$ cat src/rtl/core/vgalarm_pkg.sv
`default_nettype none

package vgalarm_pkg;

  // Fixed field widths.
  localparam int TEMP_W     = 16;
  localparam int COUNT_W    = 5;
  localparam int COOLDOWN_W = 22;
  localparam int AGE_W      = 20;
  localparam int PATTERN_W  = 16;
  localparam int PHASE_W    = 10;

  // The window sum holds up to 64 differences of 16 bits.
  localparam int SUM_W = 22;

  // Configuration port geometry.
  localparam int CFG_DATA_W = 32;
  localparam int CFG_ADDR_W = 5;

  // Sensor ages stop here.
  localparam logic [AGE_W-1:0] AGE_MAX = '1;

  // Register reset values.
  localparam logic signed [TEMP_W-1:0] INSIDE_LIMIT_RST   = 16'sd2500;
  localparam logic signed [TEMP_W-1:0] GRADIENT_LIMIT_RST = 16'sd200;
  localparam logic [COOLDOWN_W-1:0]    COOLDOWN_RST       = 22'd3600000;
  localparam logic [AGE_W-1:0]         STALE_RST          = 20'd600000;
  localparam logic [PATTERN_W-1:0]     ALARM_PATTERN_RST  = 16'd10000;
  localparam logic [PATTERN_W-1:0]     TEST_PATTERN_RST   = 16'd1000;
  localparam logic [PHASE_W-1:0]       BEEP_PHASE_RST     = 10'd200;

  // Input word operations.
  typedef enum logic [1:0] {
    FUNC_REPORT = 2'd0,
    FUNC_SAMPLE = 2'd1,
    FUNC_TICK   = 2'd2,
    FUNC_TEST   = 2'd3
  } func_t;

  // Register indexes on the configuration port.
  typedef enum logic [2:0] {
    REG_ALARM_ENABLE     = 3'd0,
    REG_INSIDE_LIMIT     = 3'd1,
    REG_GRADIENT_LIMIT   = 3'd2,
    REG_COOLDOWN_MS      = 3'd3,
    REG_STALE_MS         = 3'd4,
    REG_ALARM_PATTERN_MS = 3'd5,
    REG_TEST_PATTERN_MS  = 3'd6,
    REG_BEEP_PHASE_MS    = 3'd7
  } reg_idx_t;

  typedef struct packed {
    logic [1:0]               func;
    logic                     slot;
    logic signed [TEMP_W-1:0] temperature;
  } in_item_t;

  typedef struct packed {
    logic                     buzzer_on;
    logic                     alarm_fired;
    logic signed [TEMP_W-1:0] average_difference;
    logic [COUNT_W-1:0]       window_count;
    logic                     sensors_seen;
    logic                     outside_hotter;
    logic                     sensor_missing;
  } out_item_t;

endpackage

`default_nettype wire

$ cat src/rtl/core/ventilation_gradient_alarm_unit.sv
// Ventilation gradient alarm. Each input word is a temperature report, a sample
// strobe, a millisecond tick or a buzzer test, and each one produces exactly one
// result word. A report, a tick or a test goes from acceptance straight to the
// ST_OUT state, which loads its registered result. A sample strobe with both
// sensors seen passes through ST_ACC to update the difference window and its
// running sum, ST_DIV for the bit-serial divider that averages the window (one
// quotient bit per cycle, one step per bit of the 22-bit sum), ST_CHK for the
// alarm decision and ST_OUT to load the result; a sample before both sensors
// reported goes straight to ST_OUT, like a report. No new word is taken until
// the result of the last one is loaded.
// in_stall stays high while a word is in progress and while the result register
// is still held by out_stall. The window lives in a WINDOW_DEPTH-entry memory
// that needs no clearing pass, since an entry is read back only once written.
`default_nettype none

module ventilation_gradient_alarm_unit #(
  parameter int WINDOW_DEPTH = 20
) (
  input  wire logic                               clk,
  input  wire logic                               rst_n,
  // Input channel
  input  wire logic                               in_valid,
  output logic                                    in_stall,
  input  wire vgalarm_pkg::in_item_t              in_data,
  // Result channel
  output logic                                    out_valid,
  input  wire logic                               out_stall,
  output vgalarm_pkg::out_item_t                  out_data,
  // Configuration port
  input  wire logic                               psel,
  input  wire logic                               penable,
  input  wire logic                               pwrite,
  input  wire logic [vgalarm_pkg::CFG_ADDR_W-1:0] paddr,
  input  wire logic [vgalarm_pkg::CFG_DATA_W-1:0] pwdata,
  output logic      [vgalarm_pkg::CFG_DATA_W-1:0] prdata,
  output logic                                    pready
);

  localparam int WIN_IDX_W = (WINDOW_DEPTH > 1) ? $clog2(WINDOW_DEPTH) : 1;
  localparam int FILL_W    = $clog2(WINDOW_DEPTH + 1);
  localparam int SUM_W     = vgalarm_pkg::SUM_W;
  localparam int TEMP_W    = vgalarm_pkg::TEMP_W;
  localparam int CNT_W     = $clog2(SUM_W);

  typedef enum logic [2:0] {
    ST_IDLE,
    ST_ACC,
    ST_DIV,
    ST_CHK,
    ST_OUT
  } state_t;

  // Configuration registers.
  logic                                    alarm_enable_r;
  logic signed [TEMP_W-1:0]                inside_limit_r;
  logic signed [TEMP_W-1:0]                gradient_limit_r;
  logic [vgalarm_pkg::COOLDOWN_W-1:0]      cooldown_ms_r;
  logic [vgalarm_pkg::AGE_W-1:0]           stale_ms_r;
  logic [vgalarm_pkg::PATTERN_W-1:0]       alarm_pattern_r;
  logic [vgalarm_pkg::PATTERN_W-1:0]       test_pattern_r;
  logic [vgalarm_pkg::PHASE_W-1:0]         beep_phase_r;
  logic                                    cfg_we;
  vgalarm_pkg::reg_idx_t                   cfg_idx;

  // Block state and next values.
  state_t                                  state_r, state_nxt;
  logic signed [TEMP_W-1:0]                inside_r, inside_nxt;
  logic signed [TEMP_W-1:0]                outside_r, outside_nxt;
  logic [1:0]                              seen_r, seen_nxt;
  logic [vgalarm_pkg::AGE_W-1:0]           age_r [2];
  logic [vgalarm_pkg::AGE_W-1:0]           age_nxt [2];
  logic [WIN_IDX_W-1:0]                    wr_idx_r, wr_idx_nxt;
  logic [FILL_W-1:0]                       fill_r, fill_nxt;
  logic signed [SUM_W-1:0]                 sum_r, sum_nxt;
  logic signed [TEMP_W-1:0]                avg_r, avg_nxt;
  logic [vgalarm_pkg::COOLDOWN_W-1:0]      cool_r, cool_nxt;
  logic [vgalarm_pkg::PATTERN_W-1:0]       pat_left_r, pat_left_nxt;
  logic [vgalarm_pkg::PHASE_W-1:0]         ph_left_r, ph_left_nxt;
  logic                                    pat_active_r, pat_active_nxt;
  logic                                    buzzer_r, buzzer_nxt;
  logic                                    fired_r, fired_nxt;
  logic signed [TEMP_W-1:0]                diff_r, diff_nxt;
  logic                                    neg_r, neg_nxt;
  logic [SUM_W-1:0]                        quo_r, quo_nxt;
  logic [FILL_W-1:0]                       rem_r, rem_nxt;
  logic [CNT_W-1:0]                        cnt_r, cnt_nxt;
  logic                                    out_valid_r, out_valid_nxt;
  vgalarm_pkg::out_item_t                  out_data_r, out_data_nxt;

  // Window memory.
  logic signed [TEMP_W-1:0]                win_mem [WINDOW_DEPTH];
  logic signed [TEMP_W-1:0]                rd_q_r;
  logic                                    mem_we;
  logic                                    mem_re;

  // Divider step and helpers.
  logic [FILL_W:0]                         rem_shift;
  logic [FILL_W+1:0]                       trial;
  logic [vgalarm_pkg::PHASE_W-1:0]         phase_len;
  logic                                    win_full;
  logic [vgalarm_pkg::PATTERN_W-1:0]       pl_dec;
  logic [vgalarm_pkg::PHASE_W-1:0]         ph_dec;
  logic [TEMP_W-1:0]                       quo_low;
  logic                                    stale_any;

  assign pready   = 1'b1;
  assign cfg_we   = psel && penable && pwrite;
  assign cfg_idx  = vgalarm_pkg::reg_idx_t'(paddr[4:2]);
  assign in_stall = (state_r != ST_IDLE);
  assign out_valid = out_valid_r;
  assign out_data  = out_data_r;

  assign phase_len = (beep_phase_r == '0) ? vgalarm_pkg::PHASE_W'(1) : beep_phase_r;
  assign win_full  = (fill_r == FILL_W'(WINDOW_DEPTH));
  assign pl_dec    = (pat_left_r != '0) ? pat_left_r - 1'b1 : pat_left_r;
  assign ph_dec    = (ph_left_r != '0) ? ph_left_r - 1'b1 : ph_left_r;
  assign stale_any = (age_r[0] > stale_ms_r) || (age_r[1] > stale_ms_r);

  // One restoring divide step: shift in the next dividend bit, try the count.
  assign rem_shift = {rem_r, quo_r[SUM_W-1]};
  assign trial     = {1'b0, rem_shift} - {2'b00, fill_r};

  // Register readback.
  always_comb begin
    prdata = '0;
    case (cfg_idx)
      vgalarm_pkg::REG_ALARM_ENABLE:     prdata = 32'(alarm_enable_r);
      vgalarm_pkg::REG_INSIDE_LIMIT:     prdata = 32'($unsigned(inside_limit_r));
      vgalarm_pkg::REG_GRADIENT_LIMIT:   prdata = 32'($unsigned(gradient_limit_r));
      vgalarm_pkg::REG_COOLDOWN_MS:      prdata = 32'(cooldown_ms_r);
      vgalarm_pkg::REG_STALE_MS:         prdata = 32'(stale_ms_r);
      vgalarm_pkg::REG_ALARM_PATTERN_MS: prdata = 32'(alarm_pattern_r);
      vgalarm_pkg::REG_TEST_PATTERN_MS:  prdata = 32'(test_pattern_r);
      vgalarm_pkg::REG_BEEP_PHASE_MS:    prdata = 32'(beep_phase_r);
      default:                           prdata = '0;
    endcase
  end

  // Configuration writes.
  always_ff @(posedge clk) begin
    if (!rst_n) begin
      alarm_enable_r   <= 1'b0;
      inside_limit_r   <= vgalarm_pkg::INSIDE_LIMIT_RST;
      gradient_limit_r <= vgalarm_pkg::GRADIENT_LIMIT_RST;
      cooldown_ms_r    <= vgalarm_pkg::COOLDOWN_RST;
      stale_ms_r       <= vgalarm_pkg::STALE_RST;
      alarm_pattern_r  <= vgalarm_pkg::ALARM_PATTERN_RST;
      test_pattern_r   <= vgalarm_pkg::TEST_PATTERN_RST;
      beep_phase_r     <= vgalarm_pkg::BEEP_PHASE_RST;
    end else if (cfg_we) begin
      case (cfg_idx)
        vgalarm_pkg::REG_ALARM_ENABLE:     alarm_enable_r   <= pwdata[0];
        vgalarm_pkg::REG_INSIDE_LIMIT:     inside_limit_r   <= $signed(pwdata[15:0]);
        vgalarm_pkg::REG_GRADIENT_LIMIT:   gradient_limit_r <= $signed(pwdata[15:0]);
        vgalarm_pkg::REG_COOLDOWN_MS:      cooldown_ms_r    <= pwdata[21:0];
        vgalarm_pkg::REG_STALE_MS:         stale_ms_r       <= pwdata[19:0];
        vgalarm_pkg::REG_ALARM_PATTERN_MS: alarm_pattern_r  <= pwdata[15:0];
        vgalarm_pkg::REG_TEST_PATTERN_MS:  test_pattern_r   <= pwdata[15:0];
        vgalarm_pkg::REG_BEEP_PHASE_MS:    beep_phase_r     <= pwdata[9:0];
        default: ;
      endcase
    end
  end

  // Sequencer and datapath next values.
  always_comb begin
    state_nxt      = state_r;
    inside_nxt     = inside_r;
    outside_nxt    = outside_r;
    seen_nxt       = seen_r;
    age_nxt[0]     = age_r[0];
    age_nxt[1]     = age_r[1];
    wr_idx_nxt     = wr_idx_r;
    fill_nxt       = fill_r;
    sum_nxt        = sum_r;
    avg_nxt        = avg_r;
    cool_nxt       = cool_r;
    pat_left_nxt   = pat_left_r;
    ph_left_nxt    = ph_left_r;
    pat_active_nxt = pat_active_r;
    buzzer_nxt     = buzzer_r;
    fired_nxt      = fired_r;
    diff_nxt       = diff_r;
    neg_nxt        = neg_r;
    quo_nxt        = quo_r;
    rem_nxt        = rem_r;
    cnt_nxt        = cnt_r;
    out_valid_nxt  = out_valid_r;
    out_data_nxt   = out_data_r;
    mem_we         = 1'b0;
    mem_re         = 1'b0;
    quo_low        = '0;

    // The result word leaves when the far side takes it.
    if (out_valid_r && !out_stall) begin
      out_valid_nxt = 1'b0;
    end

    case (state_r)
      ST_IDLE: begin
        if (in_valid) begin
          fired_nxt = 1'b0;
          state_nxt = ST_OUT;
          case (vgalarm_pkg::func_t'(in_data.func))
            vgalarm_pkg::FUNC_REPORT: begin
              if (!in_data.slot) begin
                inside_nxt = in_data.temperature;
              end else begin
                outside_nxt = in_data.temperature;
              end
              seen_nxt[in_data.slot] = 1'b1;
              age_nxt[in_data.slot]  = '0;
            end
            vgalarm_pkg::FUNC_SAMPLE: begin
              // Start the window update only once both sensors have reported.
              if (seen_r == 2'b11) begin
                diff_nxt  = inside_r - outside_r;
                mem_re    = 1'b1;
                state_nxt = ST_ACC;
              end
            end
            vgalarm_pkg::FUNC_TICK: begin
              if (age_r[0] != vgalarm_pkg::AGE_MAX) age_nxt[0] = age_r[0] + 1'b1;
              if (age_r[1] != vgalarm_pkg::AGE_MAX) age_nxt[1] = age_r[1] + 1'b1;
              if (cool_r != '0) cool_nxt = cool_r - 1'b1;
              // Beep pattern: at the end of a phase, stop or toggle.
              if (pat_active_r) begin
                pat_left_nxt = pl_dec;
                ph_left_nxt  = ph_dec;
                if (ph_dec == '0) begin
                  if (pl_dec == '0) begin
                    pat_active_nxt = 1'b0;
                    buzzer_nxt     = 1'b0;
                  end else begin
                    buzzer_nxt  = !buzzer_r;
                    ph_left_nxt = phase_len;
                  end
                end
              end
            end
            default: begin
              // Buzzer test keeps a running phase timer.
              pat_left_nxt = test_pattern_r;
              buzzer_nxt   = 1'b1;
              if (!pat_active_r) begin
                ph_left_nxt    = phase_len;
                pat_active_nxt = 1'b1;
              end
            end
          endcase
        end
      end

      ST_ACC: begin
        // Replace the oldest difference once the window is full.
        mem_we  = 1'b1;
        sum_nxt = sum_r + SUM_W'(diff_r);
        if (win_full) begin
          sum_nxt = sum_nxt - SUM_W'(rd_q_r);
        end
        wr_idx_nxt = (wr_idx_r == WIN_IDX_W'(WINDOW_DEPTH - 1)) ? '0 : wr_idx_r + 1'b1;
        if (!win_full) begin
          fill_nxt = fill_r + 1'b1;
        end
        // Divide the magnitude and restore the sign afterwards.
        neg_nxt   = sum_nxt[SUM_W-1];
        quo_nxt   = sum_nxt[SUM_W-1] ? $unsigned(-sum_nxt) : $unsigned(sum_nxt);
        rem_nxt   = '0;
        cnt_nxt   = CNT_W'(SUM_W - 1);
        state_nxt = ST_DIV;
      end

      ST_DIV: begin
        if (!trial[FILL_W+1]) begin
          rem_nxt = trial[FILL_W-1:0];
          quo_nxt = {quo_r[SUM_W-2:0], 1'b1};
        end else begin
          rem_nxt = rem_shift[FILL_W-1:0];
          quo_nxt = {quo_r[SUM_W-2:0], 1'b0};
        end
        if (cnt_r == '0) begin
          quo_low   = quo_nxt[TEMP_W-1:0];
          avg_nxt   = neg_r ? $signed(-quo_low) : $signed(quo_low);
          state_nxt = ST_CHK;
        end else begin
          cnt_nxt = cnt_r - 1'b1;
        end
      end

      ST_CHK: begin
        // Alarm decision, when enabled, on a full, warm, steep window outside cooldown.
        if (alarm_enable_r && win_full && (inside_r > inside_limit_r) &&
            (avg_r > gradient_limit_r) && (cool_r == '0)) begin
          fired_nxt    = 1'b1;
          cool_nxt     = cooldown_ms_r;
          pat_left_nxt = alarm_pattern_r;
          buzzer_nxt   = 1'b1;
          if (!pat_active_r) begin
            ph_left_nxt    = phase_len;
            pat_active_nxt = 1'b1;
          end
        end
        state_nxt = ST_OUT;
      end

      ST_OUT: begin
        // Load the result word once the output register is free.
        if (!out_valid_r || !out_stall) begin
          out_valid_nxt                   = 1'b1;
          out_data_nxt.buzzer_on          = buzzer_r;
          out_data_nxt.alarm_fired        = fired_r;
          out_data_nxt.average_difference = avg_r;
          out_data_nxt.window_count       = vgalarm_pkg::COUNT_W'(fill_r);
          out_data_nxt.sensors_seen       = (seen_r == 2'b11);
          out_data_nxt.outside_hotter     = (seen_r == 2'b11) && (outside_r > inside_r);
          out_data_nxt.sensor_missing     = (seen_r != 2'b11) || stale_any;
          state_nxt                       = ST_IDLE;
        end
      end

      default: state_nxt = ST_IDLE;
    endcase
  end

  // State, working registers and the result register.
  always_ff @(posedge clk) begin
    if (!rst_n) begin
      state_r      <= ST_IDLE;
      inside_r     <= '0;
      outside_r    <= '0;
      seen_r       <= '0;
      age_r[0]     <= '0;
      age_r[1]     <= '0;
      wr_idx_r     <= '0;
      fill_r       <= '0;
      sum_r        <= '0;
      avg_r        <= '0;
      cool_r       <= '0;
      pat_left_r   <= '0;
      ph_left_r    <= '0;
      pat_active_r <= 1'b0;
      buzzer_r     <= 1'b0;
      fired_r      <= 1'b0;
      diff_r       <= '0;
      neg_r        <= 1'b0;
      quo_r        <= '0;
      rem_r        <= '0;
      cnt_r        <= '0;
      out_valid_r  <= 1'b0;
      out_data_r   <= '0;
    end else begin
      state_r      <= state_nxt;
      inside_r     <= inside_nxt;
      outside_r    <= outside_nxt;
      seen_r       <= seen_nxt;
      age_r[0]     <= age_nxt[0];
      age_r[1]     <= age_nxt[1];
      wr_idx_r     <= wr_idx_nxt;
      fill_r       <= fill_nxt;
      sum_r        <= sum_nxt;
      avg_r        <= avg_nxt;
      cool_r       <= cool_nxt;
      pat_left_r   <= pat_left_nxt;
      ph_left_r    <= ph_left_nxt;
      pat_active_r <= pat_active_nxt;
      buzzer_r     <= buzzer_nxt;
      fired_r      <= fired_nxt;
      diff_r       <= diff_nxt;
      neg_r        <= neg_nxt;
      quo_r        <= quo_nxt;
      rem_r        <= rem_nxt;
      cnt_r        <= cnt_nxt;
      out_valid_r  <= out_valid_nxt;
      out_data_r   <= out_data_nxt;
    end
  end

  // Window memory: one write and one registered read port.
  always_ff @(posedge clk) begin
    if (mem_we) begin
      win_mem[wr_idx_r] <= diff_r;
    end
    if (mem_re) begin
      rd_q_r <= win_mem[wr_idx_r];
    end
  end

endmodule

`default_nettype wire

$ cat config.mk
export PLATFORM = sky130hd
export DESIGN_NAME = ventilation_gradient_alarm_unit
export DESIGN_NICKNAME = d
export VERILOG_FILES = /design/src/rtl/core/vgalarm_pkg.sv /design/src/rtl/core/ventilation_gradient_alarm_unit.sv
export SDC_FILE = /design/constraint.sdc
export NUM_CORES = 2
export LEC_CHECK = 0
export ABC_AREA = 0
export BUFFER_PORTS_ARGS = -buffer_cell sky130_fd_sc_hd__buf_2
export CAP_MARGIN = 20
export CORE_MARGIN = 3
export CORE_UTILIZATION = 36
export DETAILED_ROUTE_END_ITERATION = 10
export PLACE_DENSITY = 0.51
export SLEW_MARGIN = 30
export SYNTH_ARGS = -nofsm -noshare
export SYNTH_HDL_FRONTEND = slang
export SYNTH_SLANG_ARGS = --single-unit
$ cat constraint.sdc
create_clock -name clk -period 8.1 [get_ports clk]
set_clock_uncertainty 0.05 [all_clocks]
set_input_delay 0.81 -clock clk [delete_from_list [all_inputs] [get_ports clk]]
set_output_delay 0.81 -clock clk [all_outputs]
set_load 0.02 [all_outputs]
# Word-level counts from Yosys, hierarchy flattened
# Memory sizes are Yosys's and may differ from the RTL's. A register that Yosys moved wholly into a read port is not among the register bits.
# Cells that the tools add are included.
dict set report word_totals {
  register_bits 329
  mem_bits_rw 360
  in_bits 63
  out_inout_bits 61
  word_cells 228
  mem_count 2
}
dict set report classes {
  n_addsub 14
  n_lt_le_gt_ge 9
  n_eq_ne 29
  muxes 78
  n_bitwise 8
  reduce_logical 53
}
# name words width rd rd_clocked_by_memory_dff write_ports line_no
set mem_list {}
lappend mem_list {win_mem 20 16 1 1 1 ventilation_gradient_alarm_unit.sv:91} ;# logic signed [TEMP_W-1:0] win_mem [WINDOW_DEPTH];
lappend mem_list {age_r 2 20 2 0 2 ventilation_gradient_alarm_unit.sv:70} ;# logic [vgalarm_pkg::AGE_W-1:0] age_r [2];
# op count
set ops {}
lappend ops {{32-bit one-hot mux with 8 select lines} 1}
lappend ops {{22-bit 2-to-1 mux} 8}
lappend ops {{20-bit 2-to-1 mux} 5}
lappend ops {{22-bit one-hot mux with 2 select lines} 2}
lappend ops {{10-bit 2-to-1 mux} 8}
lappend ops {{16-bit 2-to-1 mux} 5}
lappend ops {{40-bit 2-to-1 mux} 2}
lappend ops {{40-bit one-hot mux with 2 select lines} 1}
lappend ops {{16-bit one-hot mux with 2 select lines} 2}
lappend ops {{16-bit > comparator} 3}
lappend ops {{20-bit by 1-bit adder with 20-bit output, second input constant} 2}
lappend ops {{40-bit AND} 1}
lappend ops {{20-bit > comparator} 2}
lappend ops {{20-bit inequality test, second input constant} 2}
lappend ops {{40-bit inverter} 1}
lappend ops {{10-bit one-hot mux with 2 select lines} 2}
lappend ops {{1-bit 2-to-1 mux} 24}
lappend ops {{2-bit AND reduction} 12}
lappend ops {{22-bit by 16-bit adder with 22-bit output} 1}
lappend ops {{22-bit zero test} 1}
lappend ops {{22-bit negator} 1}
lappend ops {{22-bit nonzero test} 1}
lappend ops {{22-bit by 1-bit subtractor with 22-bit output, second input constant} 1}
lappend ops {{22-bit by 16-bit subtractor with 22-bit output} 1}
lappend ops {{other kinds (48)} 102}

# Longest topological paths before layout
dict set report logic_depth {
  depth_word 11
  ltp_mapped 22
  depth_no_buf 21
}

# Worst setup path before layout
# Ideal clock, no wire load.
dict set report synth_timing {
  kind {register to register}
  from {register diff_r[2]}
  to {register quo_r[13]}
  setup_ns 0.134
  t_arrival_ns 4.631
  t_required_ns 7.916
  slack_ns 3.286
  stages_incl_launch_ff 21
  n_path_buf 1
  period_less_slack_ns 4.814
  path_cell_list {dfxtp_1 > ha_1 > nor2b_1 > o31a_1 > o21ai_0 > a21oi_1 > or3_1 > and2_1 > ha_1 > and4_1 > nand2_1 > o211a_1 > a21oi_1 > o22ai_1 > nor4b_1 > nor4_1 > xnor2_1 > clkbuf_1 > nor2_1 > xor2_1 > o22ai_1}
}
dict set report synth_via {
  elab_chain_cells 7
}
# item line_no
set synth_lines {}
lappend synth_lines {{from (decl)} ventilation_gradient_alarm_unit.sv:82} ;# logic signed [TEMP_W-1:0] diff_r, diff_nxt;
lappend synth_lines {{from (signal assigned)} ventilation_gradient_alarm_unit.sv:368} ;# diff_r <= diff_nxt;
lappend synth_lines {{22-bit by 16-bit adder with 22-bit output (*)} ventilation_gradient_alarm_unit.sv:257} ;# sum_nxt = sum_r + SUM_W'(diff_r);
lappend synth_lines {{22-bit by 16-bit subtractor with 22-bit output} ventilation_gradient_alarm_unit.sv:259} ;# sum_nxt = sum_nxt - SUM_W'(rd_q_r);
lappend synth_lines {{22-bit 2-to-1 mux (*)} ventilation_gradient_alarm_unit.sv:258} ;# if (win_full) begin
lappend synth_lines {{22-bit 2-to-1 mux (*)} ventilation_gradient_alarm_unit.sv:199} ;# case (state_r)
lappend synth_lines {{22-bit negator} ventilation_gradient_alarm_unit.sv:267} ;# quo_nxt = sum_nxt[SUM_W-1] ? $unsigned(-sum_nxt) : $unsigned(sum_nxt);
lappend synth_lines {{22-bit 2-to-1 mux (*)} ventilation_gradient_alarm_unit.sv:267}
lappend synth_lines {{22-bit one-hot mux with 2 select lines (*)} ventilation_gradient_alarm_unit.sv:199}
lappend synth_lines {{to (signal assigned)} ventilation_gradient_alarm_unit.sv:370} ;# quo_r <= quo_nxt;
lappend synth_lines {{to (decl)} ventilation_gradient_alarm_unit.sv:84} ;# logic [SUM_W-1:0] quo_r, quo_nxt;
# Every way passes the cells marked *; elsewhere a longest branch is shown, timed or not. The select of a mux whose other input is x is not followed.
# A chain may end at the register's enable or synchronous reset.

# Final worst setup path
dict set report layout_timing {
  from {register diff_r[0]}
  to {register quo_r[7]}
}
# Same word-level chain as after synthesis.

==> flow_metrics.tcl <==
set metrics [dict create \
    drc 0 \
    synth_top_cell_area_share_pct 28.8 \
    path_buf_inv 1 \
    wl_um 106000 \
    p_switching_mw 2.30 \
    ant_nets 0 \
    num_vias 26600 \
    finalNetCount 3756 \
    endpoint_kind "flip-flop" \
    grt_start_max_net_pins 169 \
    antenna_found_initial 2 \
    drt_pass1_iterations 6 \
    status "completed" \
    ys_seq_area_share_pct 49.9 \
    report.final.slew_viol_count 0 \
    cts.sinks 704 \
    grt_usage_pct 20.4 \
    die_w_um 318 \
    internal_power_mw 6.46 \
    dr.first_iter.drc_count 2238 \
    worstPathArrival_ns 6.66 \
    clk_path_buf_depth 3 \
    cap_violations 0 \
    area_growth_pct 13.1 \
    cts_hold_buf 0 \
    cp_max_fo 23 \
    synthCells 3497 \
    worst_ir_drop_vdd_uv 183 \
    io_buffer_count 100 \
    yosysWarnings 0 \
    path_class "reg -> reg" \
    comb_power_share_pct 13.3 \
    grt_pass1_vias 25500 \
    worst_slew_pin_slew_ns 0.975 \
    powerDensity_nw_per_um2 221 \
    async_flop_share_pct 0 \
    syn_area_per_cell_um2 10.0 \
    layout-drive-gt1-share_pct 12.4 \
    synth_ff_type "dfxtp_1" \
    clkPwrFrac_pct 43.0 \
    fin_ws_ns 1.87 \
    critPathLaunchType "flip-flop" \
    final_cell_mix "nand2_1 (526), dfxtp_1 (365), edfxtp_1 (336)" \
    path_delay_family "simple AND/OR/NAND/NOR gates" \
    p_seq_share_pct 43.7 \
    start_util_pct 36.6 \
    slowest_delay_ns 0.77 \
    pin_count 124 \
    detail_route.wl_per_cell_um 21.8 \
    required_ns 8.53 \
    synth_area_um2 35000 \
    htreeDepth 3 \
    core_um2 95700 \
    clk_pin_slew_ns 0.06 \
    switching_share_pct 26.2 \
    yosys.area.top_type "edfxtp_1" \
    min_period_ns 6.23 \
    fmax_ghz 0.160 \
    gr-total-overflow 0 \
    leakage_nw 13.8 \
    gp_congestion 0.862 \
    synth-edff-count 336 \
    grt_pass1_wl_um 160000 \
    synth-seq-cells 704 \
    setup_viol 0 \
    max_slew_margin_pct 34.7 \
    layout_commonest_cell "nand2_1" \
    slowest_stage "dfxtp_1" \
    vias_per_cell 5.46 \
    yosys-top-cells-area "edfxtp_1 (29%), dfxtp_1 (21%), mux4_2 (5.7%)" \
    die_y_um 318 \
    power_mw 8.76 \
    rows 113 \
    pre_cts_ws_ns 1.98 \
    rsz0062_at_grt "false" \
    path_cells "ha_1 -> inv_1 -> fa_1 -> nor2b_1 -> o31a_1 -> o21ai_0 -> a21oi_1 -> o21ai_0 -> and2_1 -> ha_1 -> and4_1 -> nand2_1 -> o211a_1 -> a21oi_1 -> o22ai_1 -> nor4b_1 -> nor4_1 -> xnor2_4 -> or2_2 -> xnor2_1 -> o22ai_1" \
    insertion_delay_ns 0.66 \
    hold_viol 0 \
    hold_path.class "in -> reg" \
    cts_setup_buffers 0 \
    setup_tns_ns 0 \
    min_period_over_period_pct 77.0 \
    ctsResizeCount 0 \
    detailed_place_hpwl_um 72800 \
    die-area_um2 101000 \
    cts_root_buffer "clkbuf_16" \
    yosysUniqueCellTypes 78 \
    cts_tree "built" \
    cts_made_buffers 81 \
]
==> sequential cells by signal, indices dropped and copies added (netlist names), 20 cells and up <==
| name | flops |
|---|---|
| win_mem | 320 |
| stale_ms_r | 20 |
| sum_r | 22 |
| out_data | 26 |
| cooldown_ms_r | 22 |
| age_r | 40 |
| quo_r | 22 |
| cool_r | 22 |
==> kinds of logic (layout without fill, tap and decap cells) <==
| kind of cell | count (synthesis) | count (layout) | share of synthesized area (%) |
|---|---|---|---|
| and+or+nand+nor | 1210 | 1210 | 15.9 |
| AOI/OAI and AO/OA | 857 | 857 | 15.4 |
| DFF | 704 | 704 | 49.9 |
| buffers and inverters | 342 | 440 | 3.85 |
| adders and majority gates | 155 | 155 | 5.63 |
| muxes | 135 | 135 | 7.06 |
| xor gates and xnor gates | 92 | 92 | 2.30 |
| other | 2 | 14 | 0.0215 |
==> tightest hold or removal path, cell delays in order <==
cell	delay, ns
buf_2	0.08
nand2_1	0.04
nand3_1	0.06
==> metal layers <==
| layer | track usage, % | vias up | routed length, um |
|---|---|---|---|
| met5 | 1.09 | - | 155 |
| met4 | 7.55 | 2 | 3970 |
| met3 | 2.99 | 176 | 5580 |
| met2 | 32.0 | 636 | 47600 |
| met1 | 28.4 | 12900 | 48700 |
| li1 | - | 12900 | - |
==> synthesized netlist by cell type (11+ instances only) <==
cell type and count:
nand2b_1 22, nor2_1 262, nand4_1 29, a41oi_1 11, and3_1 52, o221a_2 11, xnor2_1 50, a221o_1 18
or2_2 14, a21oi_1 329, xor2_1 42, buf_4 14, ha_1 151, nor4_1 17, a31oi_1 27, and2_1 26
a211oi_1 66, o21a_1 22, o21ai_0 153, nand3b_1 22, inv_1 133, or3_1 21, dfxtp_1 368, mux2_2 16
nand2_1 526, a21o_1 39, and4_1 12, clkbuf_1 172, o211ai_1 29, o22ai_1 23, a22oi_1 40, mux2i_1 31
nor2b_1 31, edfxtp_1 336, mux4_2 88, nand3_1 68, nor3_1 76, a221oi_1 17, buf_1 17
==> power groups by stage <==
stage                     logic (mW)  clock network, mW  registers (mW)
after global placement          1.14                  0            3.90
after CTS                       1.16               3.87            3.82
after detailed placement        1.15                  0            3.90
final                           1.16               3.77            3.82
after global routing            1.28               4.00            3.83
after floorplan                0.846                  0            3.88
==> through the flow <==
stage	utilization [%]	instance area, um^2	hold WS (ns)	instances
3_3_place_gp	38.4	36800	0.391	4720
6_report	41.3	39600	0.337	4872
3_5_place_dp	38.5	36800	0.395	4720
4_1_cts	41.3	39600	0.298	4869
5_1_grt	41.3	39600	0.340	4869
2_1_floorplan	-	35000	0.382	3506
==> final cells by class <==
type / instances / area [um^2]
sequential: 704 / 17500
timing repair buffer: 156 / 937
fill: 9269 / 56100
inverter: 135 / 514
clock buffer: 120 / 2360
multi-input combinational: 2460 / 16300
clock inverter: 29 / 384
antenna: 3 / 7.51
tap: 1265 / 1580
==> final timing paths <==
path / start / to / slack, ns / depth (start not counted)
setup / recovery: diff_r[0] / quo_r[7] / 1.87 / 21
hold / removal: pwdata[21] / cooldown_ms_r[21] / 0.34 / 3
setup reg to reg: diff_r[0] / quo_r[7] / 1.87 / 21
hold reg to reg: out_data[6] / out_data[6] / 0.40 / 2
No activity file was read; power rests on OpenSTA's default activity.
